`config.mk`:
```
export PLATFORM = sky130hd
export DESIGN_NAME = rbs_point
export DESIGN_NICKNAME = d
export VERILOG_FILES = /design/src/hw/rtl/rbs_point.sv
export SDC_FILE = /design/constraint.sdc
export NUM_CORES = 2
export LEC_CHECK = 0
export ABC_CLOCK_PERIOD_IN_PS = 31600
export BUFFER_PORTS_ARGS = -buffer_cell sky130_fd_sc_hd__buf_2
export CAP_MARGIN = 0
export CELL_PAD_IN_SITES_DETAIL_PLACEMENT = 1
export CELL_PAD_IN_SITES_GLOBAL_PLACEMENT = 2
export CORE_AREA = 3 3 318 320
export CTS_BUF_LIST = sky130_fd_sc_hd__clkbuf_8 sky130_fd_sc_hd__clkbuf_16
export CTS_CLUSTER_DIAMETER = 120
export CTS_CLUSTER_SIZE = 14
export DETAILED_ROUTE_END_ITERATION = 16
export DIE_AREA = 0 0 321 323
export GPL_TIMING_DRIVEN = 0
export PLACE_DENSITY_LB_ADDON = 0.05
export SETUP_SLACK_MARGIN = 0.2
export SLEW_MARGIN = 5
export SYNTH_ARGS = -nofsm -noshare
export SYNTH_HDL_FRONTEND = slang
export SYNTH_SLANG_ARGS = --single-unit
```
`constraint.sdc`:
```
create_clock -name clk -period 31.6 [get_ports clk]
set_clock_uncertainty 0.1 [all_clocks]
set_input_delay 1.58 -clock clk [delete_from_list [all_inputs] [get_ports clk]]
set_output_delay 1.58 -clock clk [all_outputs]
set_load 0.02 [all_outputs]
```
`src/hw/rtl/rbs_point.sv`:
```
`timescale 1ns / 1ps
// ----------------------------------------------------------------------------
// rbs_point: point along the ray
// Computes origin + (entry * dir >> F), saturated, in two stages.
// ----------------------------------------------------------------------------
module rbs_point #(
  parameter int W = 32,
  parameter int F = 16
) (
  input  logic                clk,
  input  logic                en,
  input  logic signed [W-1:0] t,
  input  logic signed [W-1:0] dir,
  input  logic signed [W-1:0] org,
  output logic signed [W-1:0] pt
);
  localparam logic signed [W+1:0] CMax = (W+2)'((64'sd1 <<< (W - 1)) - 1);
  localparam logic signed [W+1:0] CMin = -CMax - 1;

  logic [W-1:0] tm, dm;
  assign tm = t[W-1] ? W'(-t) : W'(t);
  assign dm = dir[W-1] ? W'(-dir) : W'(dir);

  logic [2*W-1:0]      prod;
  logic                neg;
  logic signed [W-1:0] o1;
  always_ff @(posedge clk) begin
    if (en) begin
      prod <= tm * dm;
      neg  <= t[W-1] ^ dir[W-1];
      o1   <= org;
    end
  end

  logic [2*W-F-1:0]    sh;
  logic signed [W-1:0] m;
  logic                sat;
  assign sh  = prod[2*W-1:F];
  assign sat = |sh[2*W-F-1:W-1];
  always_comb begin
    if (neg) begin
      if (sat && sh != ((2*W-F)'(1) << (W - 1))) m = {1'b1, {(W-1){1'b0}}};
      else m = W'(-sh);
    end else begin
      if (sat) m = {1'b0, {(W-1){1'b1}}};
      else m = W'(sh);
    end
  end

  logic signed [W+1:0] s;
  assign s = {{2{o1[W-1]}}, o1} + {{2{m[W-1]}}, m};
  always_ff @(posedge clk) begin
    if (en) pt <= (s > CMax) ? W'(CMax) : (s < CMin) ? W'(CMin) : W'(s);
  end
endmodule

```
==> summary.md <==
| Metric | Value |
|---|---|
| IO buf count | 127 |
| Crit end category | register |
| Filler Cell Count | 11,780 |
| RR Endpoint | pt[27]$_SDFFCE_PN1P_ |
| Final worst path period need | 14.70 ns |
| Post-route antenna net violation count | 0 |
| Clk buf depth | 2 |
| Most common flop cell mapped by yosys | edfxtp_1 |
| Grt ovf | 0 |
| Worst hold start | o1[0]$_DFFE_PP_ |
| Main combinational cell family by area after synthesis | adder cells |
| Register area share after synthesis | 8.623% |
| Critical path class | in -> reg |
| Register area | 3393 um2 |
| Startpoint types | primary input |
| Cell row count | 115 |
| Overall Global Routing Usage | 31.68% |
| Post-synthesis xor/xnor area fraction | 4.346% |
| Register-to-Register Path Depth | 25 |
| Post-synth EDFFs | 113 |
| CTS root buf | clkbuf_16 |
| Worst R2R Start | prod[16]$_DFFE_PP_ |
| Tcrit/Tclk final | 46.51% |
| Routability cong. | 1.008 |
| Most frequent cells in the layout | 926 x inv_1, 896 x fa_1, 611 x nor2_1, 529 x nand2_1, 295 x ha_1 |
| H-tree level count | 4 |
| Syn nets | 5,681 |
| Max-slew headroom | -1.705% |
| Req. time, crit path | 31.77 ns |
| Die area | 103,700 um2 |
| Max Clock Freq | 0.06804 GHz |
| Area of the core | 98,420 um2 |
| Final hold violation count | 0 |
| Via density | 5.494 |
| Yosys cell types | 72 |
| Setup_tns | 0 ns |
| Multi-input logic area | 31,870 um2 |
| Area grow syn2layout | 8.060% |
| Routed WL | 162,600 um |
| Iter 0 DRT Violations | 2,646 |
| CP max stage delay | 1.01 ns |
| Number of clock sinks | 113 |
| DP Area | 41,940 um2 |
| RSZ-0062 raised after global routing | no |
| Worst-path maximum fanout | 10 |
| Detailed-route via count | 32,140 |
| Max Slew Vio Count | 7 |
| Routed met2 length | 75,590 um |
| Failing checks | max-capacitance violations, max-slew violations |
| Hold Crit Class | reg -> reg |
| Most common cell after layout, fill and taps aside | inv_1 |
| First-pass GRT wire length | 234,000 um |
| Fraction of layout cells with a size suffix above 1 | 5.107% |
| Async set-reset flop share out of synthesis | 0% |
| Critical Path Slowest Stage Cell | buf_1 |
| Die height | 323 um |
| Initial Util | 39.98% |
| Later-pin clock latency in the skew report | 0.44 ns |
| Top layer used by detailed routing | met5 |
| Post-route met1 wirelength | 67,550 um |
| Die X | 321 um |
| Vias in the first global route | 34,360 |
| Mux cell area share after synthesis | 0.07631% |
| CTS tree | built |
| Post-Syn Area per Cell | 8.960 um2 |
| Adder-Cell Fraction of Synth Area | 55.11% |
| Post-layout net count | 5,840 |
| Tightest Pin Transition | 1.515 ns |
| DPL Wire Length | 140,800 um |
| Routed wl met3 | 10,310 um |
| Post-CTS setup buffers | 0 |
| CP dominant cell by count | fa_1 |
| Clock slew at reported path FFs | 0.05 ns |
| Cells on Worst Hold Path | 3 |
| Initial antenna violation count | 1 |
| Worst R2R Setup Slack | 23.04 ns |
| Post-synthesis simple-gate area fraction | 14.47% |
| Ys Warns | 0 |
| Hold Path End | pt[0]$_SDFFCE_PN1P_ |
| Synth Area in Compound Gates | 6.534% |
| CP arrival | 14.87 ns |
| Max Cap Viol | 2 |
| WHS | 0.6581 ns |
| Synthesized flop and latch total | 113 |
| Largest net degree at the start of global routing | 63 |
| Post-route DRC | 0 |
| Wire per inst | 27.79 um |
| Status | complete, but fails checks |
| Post-cts repair resize count | 0 |
| Post-CTS Hold Fix Bufs | 0 |
| Synth Instances | 4,392 |
| # setup viols final | 0 |
| Synth Cell Area | 39,350 um2 |
| DRT Pass-1 Iters | 8 |
| Total CTS buffers | 17 |
| Final Cell Area | 42,520 um2 |
| IO Count | 130 |
[logic make-up after synthesis]
kind of cell,after synthesis
DFF,113
xor gates and xnor gates,191
muxes,3
adders and majority gates,1197
and+or+nand+nor,1367
buffers and inverters,1127
AOI/OAI and AO/OA,394
[metrics by stage]
stage          utilization, %  std cells  worst slack, ns
3_5_place_dp            42.61       5819            16.80
3_3_place_gp            42.27       5806            16.57
2_1_floorplan               -       4392            20.44
4_1_cts                 43.19       5849            17.21
5_1_grt                 43.20       5849            16.50
6_report                43.21       5851            16.90
[worst max-delay path by stage]
stage | slack [ns] | to | depth (start not counted) | start
after CTS | 17.21 | prod[60]$_DFFE_PP_ | 36 | t[0]
after detailed placement | 16.80 | prod[60]$_DFFE_PP_ | 36 | t[0]
after global routing | 16.50 | prod[60]$_DFFE_PP_ | 36 | t[0]
after floorplan | 20.44 | prod[62]$_DFFE_PP_ | 32 | t[16]
final | 16.90 | prod[60]$_DFFE_PP_ | 36 | t[0]
after global placement | 16.57 | prod[57]$_DFFE_PP_ | 34 | t[0]
[final cells by class]
| cell class | count | area share (%) |
|---|---|---|
| buffer | 201 | 1.854 |
| timing repair buffer | 140 | 1.910 |
| multi-input combinational | 3152 | 74.94 |
| tap | 1287 | 3.787 |
| sequential | 113 | 7.980 |
| clock inverter | 13 | 0.3443 |
| inverter | 926 | 8.174 |
| clock buffer | 17 | 1.000 |
| antenna | 2 | 0.01177 |
[Yosys cell counts (all sizes together) (3+ instances only)]
master  number  area, um2
o31a         7      61.31
ha         295       3691
and4         3      26.28
fa         896      17940
maj3         6      60.06
a21oi       89      445.4
nand2      529       1986
nand3b       4      30.03
clkbuf     184      690.7
o21ba        3      30.03
nor3        34      175.2
o21a         9      67.56
nor4        14      87.58
a211oi       8      60.06
xor2        87      792.0
edfxtp     113       3393
a41oi        4      35.03
or2         11      68.82
a21o        51      382.9
o41ai       14      130.1
o211ai       6      45.04
nand4       24      150.1
and3        13      81.33
inv        926       3476
a21boi       4      30.03
nor2b       18      112.6
o311ai      28      245.2
buf         17      96.34
or4         10      82.58
o21bai      13      97.59
nand3       22      110.1
mux2i        3      30.03
o31ai       12      90.09
a31oi        9      56.30
a211o        3      26.28
nor2       611       2293
nand2b      20      125.1
xnor2      104      918.4
o21ai      115      598.1
or3         25      161.4
and2        22      137.6
[state kept, by name (all words and copies together) (netlist names)]
name,cells
neg,1
o1,32
prod,48
pt,32
[layer usage]
metal  GRT usage [%]  up-vias
met5               0        -
met4           14.19        2
met3           4.499      294
met2           51.68     1073
met1           42.19    17150
li1                -    13630
[worst max-delay path, delay by kind of cell]
family	cells	cell delay [ns]
buffers and inverters	11	3.96
adder cells (fa/ha/maj)	10	4.56
AO/OA/AOI/OAI	5	1.91
AND/OR/NAND/NOR	9	2.61
XOR/XNOR	1	0.20
Power is not shown: default switching activity piles up to over one toggle a cycle in this logic, so the estimate is an artifact.
